## config.mk

```make
export PLATFORM = sky130hd
export DESIGN_NAME = rc_pulse_capture_smoother
export DESIGN_NICKNAME = d
export VERILOG_FILES = /design/src/sv/rcps_pkg.sv /design/src/sv/rc_pulse_capture_smoother.sv /design/src/sv/rcps_lane.sv /design/src/sv/rcps_merge.sv
export VERILOG_INCLUDE_DIRS = /design/src /design/src/sv
export SDC_FILE = /design/constraint.sdc
export NUM_CORES = 2
export LEC_CHECK = 0
export ABC_AREA = 1
export BUFFER_PORTS_ARGS = -buffer_cell sky130_fd_sc_hd__buf_4
export CORE_MARGIN = 2
export CORE_UTILIZATION = 64
export DETAILED_ROUTE_END_ITERATION = 10
export PLACE_DENSITY_LB_ADDON = 0.1
export SYNTH_ARGS = -nofsm -noshare
export SYNTH_HDL_FRONTEND = slang
export SYNTH_HIERARCHICAL = 1
export SYNTH_SLANG_ARGS = --single-unit
```

## constraint.sdc

```tcl
create_clock -name aclk -period 9.1 [get_ports aclk]
set_clock_uncertainty 0.15 [all_clocks]
set_input_delay 1.82 -clock aclk [delete_from_list [all_inputs] [get_ports aclk]]
set_output_delay 1.82 -clock aclk [all_outputs]
set_load 0.005 [all_outputs]
```

## src/sv/rc_pulse_capture_smoother_assert.svh

```systemverilog
// Assertion macros for the RC pulse capture smoother.
// Included by the top level; no other dependencies.
`ifndef RC_PULSE_CAPTURE_SMOOTHER_ASSERT_SVH
`define RC_PULSE_CAPTURE_SMOOTHER_ASSERT_SVH

// Same-cycle implication under the active-low reset.
`define RCPS_ASSERT_IMP(lbl, clk, rstn, ante, cons) \
    lbl: assert property (@(posedge clk) disable iff (!(rstn)) (ante) |-> (cons)) \
        else $error("rcps assertion failed");

// Next-cycle implication under the active-low reset.
`define RCPS_ASSERT_NXT(lbl, clk, rstn, ante, cons) \
    lbl: assert property (@(posedge clk) disable iff (!(rstn)) (ante) |=> (cons)) \
        else $error("rcps assertion failed");

`endif

```

## src/sv/rcps_pkg.sv

```systemverilog
// Shared types and constants for the RC pulse capture smoother.
// No dependencies; imported by every module of the block.
`timescale 1ns / 1ps

package rcps_pkg;

    localparam int CHANNELS_DEF = 8;
    localparam int AVG_LEN_DEF  = 4;
    localparam int MAIN_LANES   = 4;

    localparam int PULSE_W    = 12;
    localparam int TIME_W     = 16;
    localparam int PIN_W      = 8;
    localparam int CH_W       = 3;
    localparam int GOOD_W     = 4;
    localparam int IN_DATA_W  = 24;
    localparam int OUT_DATA_W = 24;
    localparam int CFG_IDX_W  = 4;
    localparam int CFG_DATA_W = 16;

    localparam logic [PULSE_W-1:0] THRESHOLD_RST = 12'd985;
    localparam logic [TIME_W-1:0]  WRAP_RST      = 16'd9999;
    localparam logic [PULSE_W-1:0] MIN_PULSE_RST = 12'd900;
    localparam logic [PULSE_W-1:0] MAX_PULSE_RST = 12'd2200;
    localparam logic [PULSE_W-1:0] WIDTH_RST     = 12'd1500;
    localparam logic [GOOD_W-1:0]  GOOD_ALL      = 4'hF;

    typedef enum logic [CFG_IDX_W-1:0] {
        REG_THRESHOLD = 4'd0,
        REG_TIMER_WRAP = 4'd1,
        REG_MIN_PULSE = 4'd2,
        REG_MAX_PULSE = 4'd3
    } cfg_reg_e;

    typedef enum logic {
        MODE_SAMPLE = 1'b0,
        MODE_TICK   = 1'b1
    } mode_e;

    typedef enum logic [2:0] {
        ST_IDLE,
        ST_FETCH,
        ST_UPDATE,
        ST_SETTLE,
        ST_EMIT
    } state_e;

    typedef struct packed {
        logic [PULSE_W-1:0] threshold;
        logic [TIME_W-1:0]  timer_wrap;
        logic [PULSE_W-1:0] min_pulse;
        logic [PULSE_W-1:0] max_pulse;
    } cfg_t;

    typedef struct packed {
        mode_e mode;
        logic  stage_a;
        logic  stage_b;
        logic  stage_c;
        logic  load;
        logic  last;
    } lane_ctl_t;

endpackage

```

## src/sv/rc_pulse_capture_smoother.sv

```systemverilog
// Channel      | Handshake          | Payload
// s_ (input)   | s_tvalid/s_tready  | s_tdata: pin_levels, time_now; s_tuser: mode
// m_ (results) | m_tvalid/m_tready  | m_tdata: channel, smoothed_width, good_mask,
//              |                    |   all_good; m_tlast: last
// cfg_ (regs)  | cfg_valid/cfg_ready| cfg_index, cfg_data
//
// A pin sample or a compute tick passes through fetch, update, settle and emit before
// the next accept; in emit a tick gives one result per cycle out of the single result
// register; m_tready low holds the emission. The three lane steps (difference or sum,
// window check or reciprocal multiply, deadband update) run in fetch, update and settle.
// Reset is synchronous; state, config and width registers return to their defaults.
// Top level of the RC pulse capture smoother; depends on rcps_pkg, rcps_lane,
// rcps_merge and the assertion macro header.
`timescale 1ns / 1ps
`include "rc_pulse_capture_smoother_assert.svh"

module rc_pulse_capture_smoother import rcps_pkg::*; #(
    parameter int CHANNELS = CHANNELS_DEF,
    parameter int AVG_LEN  = AVG_LEN_DEF
) (
    input  logic                  aclk,
    input  logic                  aresetn,
    input  logic                  s_tvalid,
    output logic                  s_tready,
    input  logic [IN_DATA_W-1:0]  s_tdata,   // pin_levels, time_now
    input  logic                  s_tuser,   // mode
    output logic                  m_tvalid,
    input  logic                  m_tready,
    output logic [OUT_DATA_W-1:0] m_tdata,   // channel, smoothed_width, good_mask, all_good
    output logic                  m_tlast,
    input  logic                  cfg_valid,
    output logic                  cfg_ready,
    input  logic [CFG_IDX_W-1:0]  cfg_index,
    input  logic [CFG_DATA_W-1:0] cfg_data
);

    localparam int HIST_DEPTH = AVG_LEN - 1;
    localparam int SLOT_W     = (HIST_DEPTH > 1) ? $clog2(HIST_DEPTH) : 1;
    localparam int IDX_W      = $clog2(CHANNELS);

    state_e             state_reg, state_next;
    mode_e              mode_reg;
    logic [PIN_W-1:0]   prev_pins_reg;
    logic [PIN_W-1:0]   pins_reg;
    logic [PIN_W-1:0]   changed_reg;
    logic [TIME_W-1:0]  time_reg;
    logic [SLOT_W-1:0]  slot_reg;
    logic [SLOT_W-1:0]  slot_next;
    logic [IDX_W-1:0]   idx_reg;
    cfg_t               cfg_reg;
    lane_ctl_t          ctl;
    logic               accept;
    logic               out_free;
    logic [CHANNELS-1:0] lane_hit;
    logic [PULSE_W-1:0] lane_sm [CHANNELS];

    assign accept    = s_tvalid && s_tready;
    assign out_free  = !m_tvalid || m_tready;
    assign cfg_ready = 1'b1;

    always_ff @(posedge aclk) begin
        if (!aresetn) begin
            cfg_reg.threshold  <= THRESHOLD_RST;
            cfg_reg.timer_wrap <= WRAP_RST;
            cfg_reg.min_pulse  <= MIN_PULSE_RST;
            cfg_reg.max_pulse  <= MAX_PULSE_RST;
        end else if (cfg_valid && cfg_ready) begin
            unique case (cfg_index)
                REG_THRESHOLD:  cfg_reg.threshold  <= cfg_data[PULSE_W-1:0];
                REG_TIMER_WRAP: cfg_reg.timer_wrap <= cfg_data[TIME_W-1:0];
                REG_MIN_PULSE:  cfg_reg.min_pulse  <= cfg_data[PULSE_W-1:0];
                REG_MAX_PULSE:  cfg_reg.max_pulse  <= cfg_data[PULSE_W-1:0];
                default: ;
            endcase
        end
    end

    // Sequencer next state.
    always_comb begin
        state_next = state_reg;
        unique case (state_reg)
            ST_IDLE:   if (s_tvalid) state_next = ST_FETCH;
            ST_FETCH:  state_next = ST_UPDATE;
            ST_UPDATE: state_next = ST_SETTLE;
            ST_SETTLE: state_next = ST_EMIT;
            ST_EMIT:   if (out_free && ctl.last) state_next = ST_IDLE;
            default:   state_next = ST_IDLE;
        endcase
    end

    // Sequencer outputs.
    always_comb begin
        s_tready    = 1'b0;
        ctl.mode    = mode_reg;
        ctl.stage_a = 1'b0;
        ctl.stage_b = 1'b0;
        ctl.stage_c = 1'b0;
        ctl.load    = 1'b0;
        ctl.last    = (mode_reg == MODE_SAMPLE) || (idx_reg == IDX_W'(CHANNELS - 1));
        unique case (state_reg)
            ST_IDLE:   s_tready    = 1'b1;
            ST_FETCH:  ctl.stage_a = 1'b1;
            ST_UPDATE: ctl.stage_b = 1'b1;
            ST_SETTLE: ctl.stage_c = 1'b1;
            ST_EMIT:   ctl.load    = out_free;
            default: ;
        endcase
    end

    // History slot advances before use and cycles through the history depth.
    assign slot_next = (slot_reg == SLOT_W'(HIST_DEPTH - 1)) ? '0 : slot_reg + SLOT_W'(1);

    always_ff @(posedge aclk) begin
        if (!aresetn) begin
            state_reg     <= ST_IDLE;
            prev_pins_reg <= '0;
            slot_reg      <= '0;
            idx_reg       <= '0;
        end else begin
            state_reg <= state_next;
            if (accept) begin
                idx_reg <= '0;
                if (mode_e'(s_tuser) == MODE_SAMPLE) begin
                    prev_pins_reg <= s_tdata[PIN_W-1:0];
                end
            end else if (ctl.load) begin
                idx_reg <= idx_reg + IDX_W'(1);
            end
            if (ctl.stage_a && mode_reg == MODE_TICK) begin
                slot_reg <= slot_next;
            end
        end
    end

    always_ff @(posedge aclk) begin
        if (accept) begin
            mode_reg    <= mode_e'(s_tuser);
            pins_reg    <= s_tdata[PIN_W-1:0];
            time_reg    <= s_tdata[PIN_W +: TIME_W];
            changed_reg <= s_tdata[PIN_W-1:0] ^ prev_pins_reg;
        end
    end

    for (genvar i = 0; i < CHANNELS; i++) begin : g_lane
        rcps_lane #(
            .AVG_LEN (AVG_LEN)
        ) u_lane (
            .aclk      (aclk),
            .aresetn   (aresetn),
            .ctl       (ctl),
            .cfg       (cfg_reg),
            .slot      (slot_reg),
            .main_lane (i < MAIN_LANES),
            .pin       (pins_reg[i]),
            .changed   (changed_reg[i]),
            .time_now  (time_reg),
            .good_hit  (lane_hit[i]),
            .smoothed  (lane_sm[i])
        );
    end

    rcps_merge #(
        .CHANNELS (CHANNELS)
    ) u_merge (
        .aclk      (aclk),
        .aresetn   (aresetn),
        .ctl       (ctl),
        .idx       (idx_reg),
        .good_hits (lane_hit[MAIN_LANES-1:0]),
        .smoothed  (lane_sm),
        .m_tready  (m_tready),
        .m_tvalid  (m_tvalid),
        .m_tdata   (m_tdata),
        .m_tlast   (m_tlast)
    );

    `RCPS_ASSERT_NXT(a_busy_after_accept, aclk, aresetn, accept, !s_tready)
    `RCPS_ASSERT_IMP(a_mask_never_full, aclk, aresetn, m_tvalid,
        m_tdata[18:15] != GOOD_ALL)
    `RCPS_ASSERT_IMP(a_all_good_clears, aclk, aresetn, m_tvalid && m_tdata[19],
        m_tdata[18:15] == '0 && m_tlast)
    `RCPS_ASSERT_IMP(a_slot_in_range, aclk, aresetn, 1'b1, slot_reg < HIST_DEPTH)

endmodule

```

## src/sv/rcps_lane.sv

```systemverilog
// One channel lane: edge timing, width window check and smoothing.
// Depends on rcps_pkg; instantiated once per channel by the top level.
`timescale 1ns / 1ps

module rcps_lane import rcps_pkg::*; #(
    parameter int AVG_LEN = AVG_LEN_DEF,
    localparam int HIST_DEPTH = AVG_LEN - 1,
    localparam int SLOT_W = (HIST_DEPTH > 1) ? $clog2(HIST_DEPTH) : 1
) (
    input  logic               aclk,
    input  logic               aresetn,
    input  lane_ctl_t          ctl,
    input  cfg_t               cfg,
    input  logic [SLOT_W-1:0]  slot,
    input  logic               main_lane,
    input  logic               pin,
    input  logic               changed,
    input  logic [TIME_W-1:0]  time_now,
    output logic               good_hit,
    output logic [PULSE_W-1:0] smoothed
);

    localparam int SUM_W       = PULSE_W + $clog2(AVG_LEN);
    localparam int RECIP_SHIFT = 20;
    localparam int RECIP       = ((1 << RECIP_SHIFT) + AVG_LEN - 1) / AVG_LEN;
    localparam int PROD_W      = SUM_W + RECIP_SHIFT;

    logic [TIME_W-1:0]  rise_reg;
    logic [TIME_W-1:0]  acc_reg;
    logic [PULSE_W-1:0] raw_reg;
    logic [PULSE_W-1:0] sm_reg;
    logic [PULSE_W-1:0] sm_next;
    logic [PULSE_W-1:0] mean_reg;
    logic [PULSE_W-1:0] hist_reg [HIST_DEPTH];

    logic [SUM_W-1:0]   sum;
    logic [TIME_W-1:0]  wrap_add;
    logic [TIME_W-1:0]  width;
    logic [PROD_W-1:0]  prod;
    logic               fit;
    logic               qualify;
    logic [PULSE_W:0]   up_limit;

    // Rounded sum of the raw width and its history.
    always_comb begin
        sum = SUM_W'(raw_reg) + SUM_W'(AVG_LEN / 2);
        for (int j = 0; j < HIST_DEPTH; j++) begin
            sum = sum + SUM_W'(hist_reg[j]);
        end
    end

    // Width modulo 2^16; add the wrap amount when the counter rolled over.
    assign wrap_add = (rise_reg > time_now) ? cfg.timer_wrap : '0;
    assign width    = time_now + wrap_add - rise_reg;

    assign prod = PROD_W'(acc_reg[SUM_W-1:0]) * PROD_W'(RECIP);

    assign fit = changed && !pin
              && (acc_reg > TIME_W'(cfg.min_pulse))
              && (acc_reg < TIME_W'(cfg.max_pulse));

    assign good_hit = ctl.stage_b && (ctl.mode == MODE_SAMPLE) && fit && main_lane
                   && (acc_reg > TIME_W'(cfg.threshold));

    assign qualify  = (raw_reg > cfg.threshold) || !main_lane;
    assign up_limit = (PULSE_W + 1)'(sm_reg) + (PULSE_W + 1)'(3);

    // Deadband: move only when the mean leaves +-3, to within 2 of it.
    always_comb begin
        sm_next = sm_reg;
        if (sm_reg >= PULSE_W'(3) && mean_reg < sm_reg - PULSE_W'(3)) begin
            sm_next = mean_reg + PULSE_W'(2);
        end
        if ((PULSE_W + 1)'(mean_reg) > up_limit) begin
            sm_next = mean_reg - PULSE_W'(2);
        end
    end

    always_ff @(posedge aclk) begin
        if (!aresetn) begin
            rise_reg <= '0;
            raw_reg  <= WIDTH_RST;
            sm_reg   <= WIDTH_RST;
            for (int j = 0; j < HIST_DEPTH; j++) begin
                hist_reg[j] <= '0;
            end
        end else begin
            if (ctl.stage_a && ctl.mode == MODE_SAMPLE && changed && pin) begin
                rise_reg <= time_now;
            end
            if (ctl.stage_b && ctl.mode == MODE_SAMPLE && fit) begin
                raw_reg <= acc_reg[PULSE_W-1:0];
            end
            if (ctl.stage_c && ctl.mode == MODE_TICK && qualify) begin
                sm_reg <= sm_next;
                for (int j = 0; j < HIST_DEPTH; j++) begin
                    if (slot == SLOT_W'(j)) begin
                        hist_reg[j] <= raw_reg;
                    end
                end
            end
        end
    end

    always_ff @(posedge aclk) begin
        if (ctl.stage_a) begin
            acc_reg <= (ctl.mode == MODE_SAMPLE) ? width : TIME_W'(sum);
        end
        if (ctl.stage_b && ctl.mode == MODE_TICK) begin
            mean_reg <= prod[RECIP_SHIFT +: PULSE_W];
        end
    end

    assign smoothed = sm_reg;

endmodule

```

## src/sv/rcps_merge.sv

```systemverilog
// Merge stage: combines lane good bits and drives the result register.
// Depends on rcps_pkg; instantiated by the top level.
`timescale 1ns / 1ps

module rcps_merge import rcps_pkg::*; #(
    parameter int CHANNELS = CHANNELS_DEF,
    localparam int IDX_W = $clog2(CHANNELS)
) (
    input  logic                  aclk,
    input  logic                  aresetn,
    input  lane_ctl_t             ctl,
    input  logic [IDX_W-1:0]      idx,
    input  logic [MAIN_LANES-1:0] good_hits,
    input  logic [PULSE_W-1:0]    smoothed [CHANNELS],
    input  logic                  m_tready,
    output logic                  m_tvalid,
    output logic [OUT_DATA_W-1:0] m_tdata,   // channel, smoothed_width, good_mask, all_good
    output logic                  m_tlast
);

    logic [GOOD_W-1:0]     good_reg;
    logic [GOOD_W-1:0]     good_next;
    logic                  all_good_reg;
    logic                  valid_reg;
    logic [OUT_DATA_W-1:0] data_reg;
    logic                  last_reg;
    logic [CH_W-1:0]       ch_field;
    logic [PULSE_W-1:0]    sw_field;
    logic                  ag_field;

    assign good_next = good_reg | good_hits;

    always_ff @(posedge aclk) begin
        if (!aresetn) begin
            good_reg     <= '0;
            all_good_reg <= 1'b0;
        end else if (ctl.stage_b && ctl.mode == MODE_SAMPLE) begin
            // All four main channels good: report once and start over.
            if (good_next == GOOD_ALL) begin
                good_reg     <= '0;
                all_good_reg <= 1'b1;
            end else begin
                good_reg     <= good_next;
                all_good_reg <= 1'b0;
            end
        end
    end

    assign ch_field = (ctl.mode == MODE_TICK) ? CH_W'(idx) : '0;
    assign sw_field = (ctl.mode == MODE_TICK) ? smoothed[idx] : '0;
    assign ag_field = (ctl.mode == MODE_SAMPLE) ? all_good_reg : 1'b0;

    always_ff @(posedge aclk) begin
        if (!aresetn) begin
            valid_reg <= 1'b0;
        end else if (ctl.load) begin
            valid_reg <= 1'b1;
        end else if (m_tready) begin
            valid_reg <= 1'b0;
        end
    end

    always_ff @(posedge aclk) begin
        if (ctl.load) begin
            data_reg <= {4'b0, ag_field, good_reg, sw_field, ch_field};
            last_reg <= ctl.last;
        end
    end

    assign m_tvalid = valid_reg;
    assign m_tdata  = data_reg;
    assign m_tlast  = last_reg;

endmodule

```

---- Yosys cells after proc, flatten, opt, wreduce, memory -nomap -nowiden ----
Memory sizes are Yosys's and may differ from the RTL's.
Cells that the tools add are included.
Widths: inputs -> output; s select.
operators by class
  $lt $le $gt $ge ......................... 57
  equality and inequality tests ........... 13
  multiply operators ...................... 0
  shifts and indexed selects .............. 0
  div/mod/pow operators ................... 0
  reduce and logical (&&, ||, !) cells .... 109
  add/subtract/negate cells ............... 82
  bitwise gates (word level) .............. 30
  multiplexer cells ....................... 121
operators with widths
  kind                   count
  $mux 12                42
  $add 14x12->14         24
  $add 12x2->13 const B  16
  $gt 16x12->1           12
  $sub 12x2->12 const B  16
  $add 16x16->16         8
  $gt 16x16->1           8
  $lt 16x12->1           8
  $mux 16                8
  $sub 16x16->16         8
  $mux 14                8
  $gt 12x13->1           8
  $add 12x2->12 const B  8
  $ge 12x2->1 const B    8
  $lt 12x12->1           8
  $logic_and 1x1->1      71
  $mux 1                 57
  $gt 12x12->1           4
  $bmux 12 s3            1
  $reduce_and 2->1       14
  $or 1x1->1             24
  $reduce_bool 2->1      9
  $pmux 3 s5             1
  $logic_not 1->1        9
  24 further kinds       32
word-level totals
  bits in read-only memories .............. 0
  memories ................................ 8
  output and inout port bits .............. 28
  memory bits (writable) .................. 288
  bits in registers ....................... 672
  bits in latches ......................... 0
  word-level logic and storage cells ...... 487
  input bits .............................. 50
memories
  memory                     words  width  rd ports  clocked after Yosys merged registers in  wr ports  line             text
  g_lane[0].u_lane.hist_reg  3      12     3         0                                        3         rcps_lane.sv:34  logic [PULSE_W-1:0] hist_reg [HIST_DEPTH];
  g_lane[1].u_lane.hist_reg  3      12     3         0                                        3         rcps_lane.sv:34
  g_lane[2].u_lane.hist_reg  3      12     3         0                                        3         rcps_lane.sv:34
  g_lane[3].u_lane.hist_reg  3      12     3         0                                        3         rcps_lane.sv:34
  g_lane[4].u_lane.hist_reg  3      12     3         0                                        3         rcps_lane.sv:34
  g_lane[5].u_lane.hist_reg  3      12     3         0                                        3         rcps_lane.sv:34
  +2 memories                -      -      -         -                                        -         -

---- Logic depth before layout (Yosys ltp) ----
  depth after elaboration ................. 9
  depth in mapped cells ................... 29
  depth with buffers taken out ............ 28

---- By module ----
The synthesis kept the hierarchy.
by module, submodules not included
  module                            times used  area an instance (um^2)  cells each  seq. area each (um^2)
  rcps_lane (g_lane[0].u_lane ...)  2           9,103.7                  1,105       2,722.6
  rcps_lane (g_lane[5].u_lane ...)  2           9,081.2                  1,105       2,722.6
  rcps_lane (g_lane[3].u_lane)      1           9,062.4                  1,104       2,722.6
  rcps_lane (g_lane[4].u_lane)      1           9,023.7                  1,109       2,722.6
  rcps_lane (g_lane[2].u_lane)      1           9,014.9                  1,098       2,722.6
  rcps_lane (g_lane[7].u_lane)      1           8,917.3                  1,077       2,722.6
  rc_pulse_capture_smoother         1           3,926.3                  434         2,352.3
  rcps_merge                        1           2,194.6                  384         750.7

---- Worst setup path after synthesis ----
No wires, ideal clock.
  path type ............................... reg-to-reg
  start ................................... register state_reg[1]
  end ..................................... register g_lane[7].u_lane.rise_reg[14]
  required time ........................... 8.880 ns
  buffers on the path ..................... 1
  period minus slack after synthesis ...... 4.452 ns
  data arrival time ....................... 4.232 ns
  path slack .............................. 4.648 ns
  setup time .............................. 0.070 ns
  stages on the path, launching flop included .. 9
  cells stage by stage .................... dfxtp_1 -> inv_1 -> nand3_1 -> inv_1 -> nand4_1 -> inv_1 -> clkbuf_1 -> o21ai_0 -> a21oi_1
RTL lines
  item                    line                              text
  start, declared         rc_pulse_capture_smoother.sv:41   state_e state_reg, state_next;
  start signal, assigned  rc_pulse_capture_smoother.sv:120  state_reg <= state_next;
  end signal, assigned    rcps_lane.sv:89                   rise_reg <= time_now;
  end, declared           rcps_lane.sv:28                   logic [TIME_W-1:0] rise_reg;

---- Worst setup path in the final report ----
  start ................................... register time_reg[11]
  end ..................................... register g_lane[0].u_lane.acc_reg[10], data pin
on the way
  longest elaborated chain between the ends .. 5
ends and longest elaborated chain
  item                    line                              text
  start, declared         rc_pulse_capture_smoother.sv:46   logic [TIME_W-1:0] time_reg;
  start signal, assigned  rc_pulse_capture_smoother.sv:139  time_reg <= s_tdata[PIN_W +: TIME_W];
  $gt 16x16->1            rcps_lane.sv:53                   assign wrap_add = (rise_reg > time_now) ? cfg.timer_wrap : '0;
  $mux 16                 rcps_lane.sv:53
  $add 16x16->16          rcps_lane.sv:54                   assign width = time_now + wrap_add - rise_reg;
  $sub 16x16->16          rcps_lane.sv:54
  $mux 14                 rcps_lane.sv:107                  acc_reg <= (ctl.mode == MODE_SAMPLE) ? width : TIME_W'(sum);
  end signal, assigned    rcps_lane.sv:107
  end, declared           rcps_lane.sv:29                   logic [TIME_W-1:0] acc_reg;
No other way between the ends.
A chain may end at the register's enable or synchronous reset.

==> flow_metrics.py <==
metrics = {
    "power_and_ir_drop": {
        "p_int_mw": 8.842,
        "p_comb_share_pct": 23.3,
        "seqPwrFrac_pct": 39.4,
        "powerDensity_nw_per_um2": 156.9,
        "swShare_pct": 32.45,
        "power_leakage_nw": 40.88,
        "power_mw": 13.09,
        "p_switching_mw": 4.247,
        "clkPwrFrac_pct": 37.3,
        "max-vdd-ir-drop_mv": 0.1838,
    },
    "clock_tree": {
        "cts_buffers": 111,
        "path_clk_slew_ps": 60,
        "holdBufCountCts": 0,
        "clk_path_buf_depth": 3,
        "cts_tree": "yes",
        "postCtsSetupRepairBufs": 0,
        "clkLatencyLatePin_ps": 750,
        "htreeDepth": 3,
        "cts-root-buf": "clkbuf_16",
        "cts.sinks": 960,
        "ctsResizeCount": 0,
    },
    "synthesis": {
        "yosys_warnings": 6,
        "synthCells": 9476,
        "syn_area_per_cell_sq_um": 8.170,
        "syn_area_sq_um": 77420,
    },
    "worst_setup_path": {
        "r2r_end": "g_lane[0].u_lane/acc_reg[10]$_DFFE_PP_",
        "path_max_fanout": 15,
        "cp-end-kind": "register",
        "crit_path_start_kind": "register",
        "crit_required_ps": 9440,
        "cp_data_arrival_time_ps": 5940,
        "r2r-start": "time_reg[11]$_DFFE_PP_",
        "reg2reg_slack_ps": 3510,
        "criticalPathCategory": "reg -> reg",
        "r2r_cells": 18,
    },
    "timing": {
        "period_share_pct": 61.47,
        "relSlewSlack_pct": 10.45,
        "max_freq_mhz": 178.8,
        "worstMarginPinSlew_ps": 1329,
        "setup_viol": 0,
        "slew_violations": 0,
        "period_needed_ps": 5594,
        "finalHoldViolations": 0,
        "rsz0062_at_grt": "no",
        "finalSetupTns_ps": 0,
    },
    "die": {
        "ioPinCount": 78,
        "initial_core_util_pct": 64.53,
        "die_w_um": 351.8,
        "rows": 127,
        "coreArea_sq_um": 120000,
        "die_h_um": 351.8,
        "dieArea_sq_um": 123800,
    },
    "global_routing": {
        "grt_max_degree": 123,
        "grt_pass1_vias": 63590,
        "grt_pass1_wl_um": 364900,
        "grt_usage_pct": 38.86,
        "grt_overflow_total": 0,
        "antenna_found_initial": 11,
    },
    "drt": {
        "wl_um": 241400,
        "dr.pass1.iters": 7,
        "ant_nets": 0,
        "routedWlPerCell_um": 21.42,
        "drt-vias-per-instance": 5.913,
        "num_vias": 66630,
        "first_iter_violations": 6431,
        "drc_errors": 0,
    },
    "final_layout": {
        "syn_to_final_growth_pct": 7.735,
        "num-nets-final": 10900,
        "stdcell_count": 11270,
        "drive_gt1_share_pct": 5.998,
        "largest_reg_flops": 288,
    },
    "placed_design": {
        "io_buffers": 72,
        "placedCellCount": 11050,
        "place_congestion": 0.9843,
        "dp_hpwl_um": 184300,
    },
    "flow_run": {
        "maxCapViolations": 0,
    },
    "status": {
        "outcome": "complete, no violations",
    },
    "worst_hold_path": {
        "hp-class": "reg -> reg",
        "worstHoldStart": "cfg_reg[43]$_SDFFE_PN1P_",
        "min_path_cells": 2,
        "min_to": "cfg_reg[43]$_SDFFE_PN1P_",
    },
}
## layout by cell type, fill, tap and decap left out, types with 35 or more instances in the layout
cell and n:
a21o_1 42, a21oi_1 770, a31oi_1 36, buf_4 135, clkbuf_16 112, dfxtp_1 392
edfxtp_1 566, fa_1 320, ha_1 970, inv_1 1484, nand2_1 1899, nand2_2 37
nand3_1 466, nand4_1 141, nor2_1 870, nor2_2 47, nor3_1 77, o21ai_0 493
o21ai_1 35, xnor2_1 45, xor2_1 213
## per-stage QoR
step	util [%]	area, sq um	hold WS, ps	setup slack [ps]
after floorplan	-	77480	277.2	4648
after global placement	66.19	79410	287.0	3827
after detailed placement	66.19	79410	294.7	3656
after CTS	69.51	83400	306.5	3627
after global routing	69.51	83400	317.1	3090
final	69.52	83410	305.7	3506
## power groups by stage
stage	Combinational [mW]	Sequential (mW)	Clock, mW
2_1_floorplan	2.14	5.06	0
6_report	3.05	5.16	4.88
5_1_grt	3.42	5.16	5.09
3_5_place_dp	2.95	5.23	0
3_3_place_gp	2.90	5.22	0
4_1_cts	2.98	5.14	4.92
## area by class of cell
cell class | instances | area [sq um]
timing repair buffer | 139 | 1089
fill | 9809 | 36560
clock inverter | 59 | 854.6
multi-input combinational | 6836 | 45730
sequential | 960 | 24890
inverter | 1507 | 5685
antenna | 4 | 10.01
tap | 1612 | 2017
clock buffer | 152 | 3133
## critical path, cell delays in order, from the launching register on
cell,delay [ps]
edfxtp_1,780
inv_1,210
ha_1,360
nand4_1,90
nor3_1,240
nand2_1,120
a21boi_1,970
nand2_1,170
fa_1,560
inv_1,80
fa_1,460
nand3_1,100
nand2_1,100
a21boi_0,380
o21ai_0,210
nand3_1,130
nand3b_1,90
nand3_1,100
nand2_1,50
## how the worst max path moves through the flow
| stage | startpoint | to | slack (ps) | depth (start not counted) |
|---|---|---|---|---|
| finish | time_reg[11]$_DFFE_PP_ | g_lane[0].u_lane/acc_reg[10]$_DFFE_PP_ | 3510 | 18 |
| global route | time_reg[11]$_DFFE_PP_ | g_lane[1].u_lane/acc_reg[10]$_DFFE_PP_ | 3090 | 18 |
| CTS | time_reg[11]$_DFFE_PP_ | g_lane[0].u_lane/acc_reg[10]$_DFFE_PP_ | 3630 | 18 |
| detailed placement | time_reg[11]$_DFFE_PP_ | g_lane[0].u_lane/acc_reg[10]$_DFFE_PP_ | 3660 | 18 |
| global placement | time_reg[11]$_DFFE_PP_ | g_lane[0].u_lane/acc_reg[10]$_DFFE_PP_ | 3830 | 18 |
| floorplan | state_reg[1]$_SDFFE_PN0P_ | g_lane[7].u_lane/rise_reg[14]$_SDFFE_PN0P_ | 4650 | 8 |
## metal layers
| layer | wire [um] | vias up | track usage (%) |
|---|---|---|---|
| li1 | - | 31470 | - |
| met1 | 99180 | 31390 | 52.71 |
| met2 | 102500 | 3100 | 58.58 |
| met5 | 117 | - | 0 |
| met3 | 26350 | 662 | 9.288 |
| met4 | 13260 | 16 | 18.52 |
Note: power is estimated with default switching activity, not from simulation.
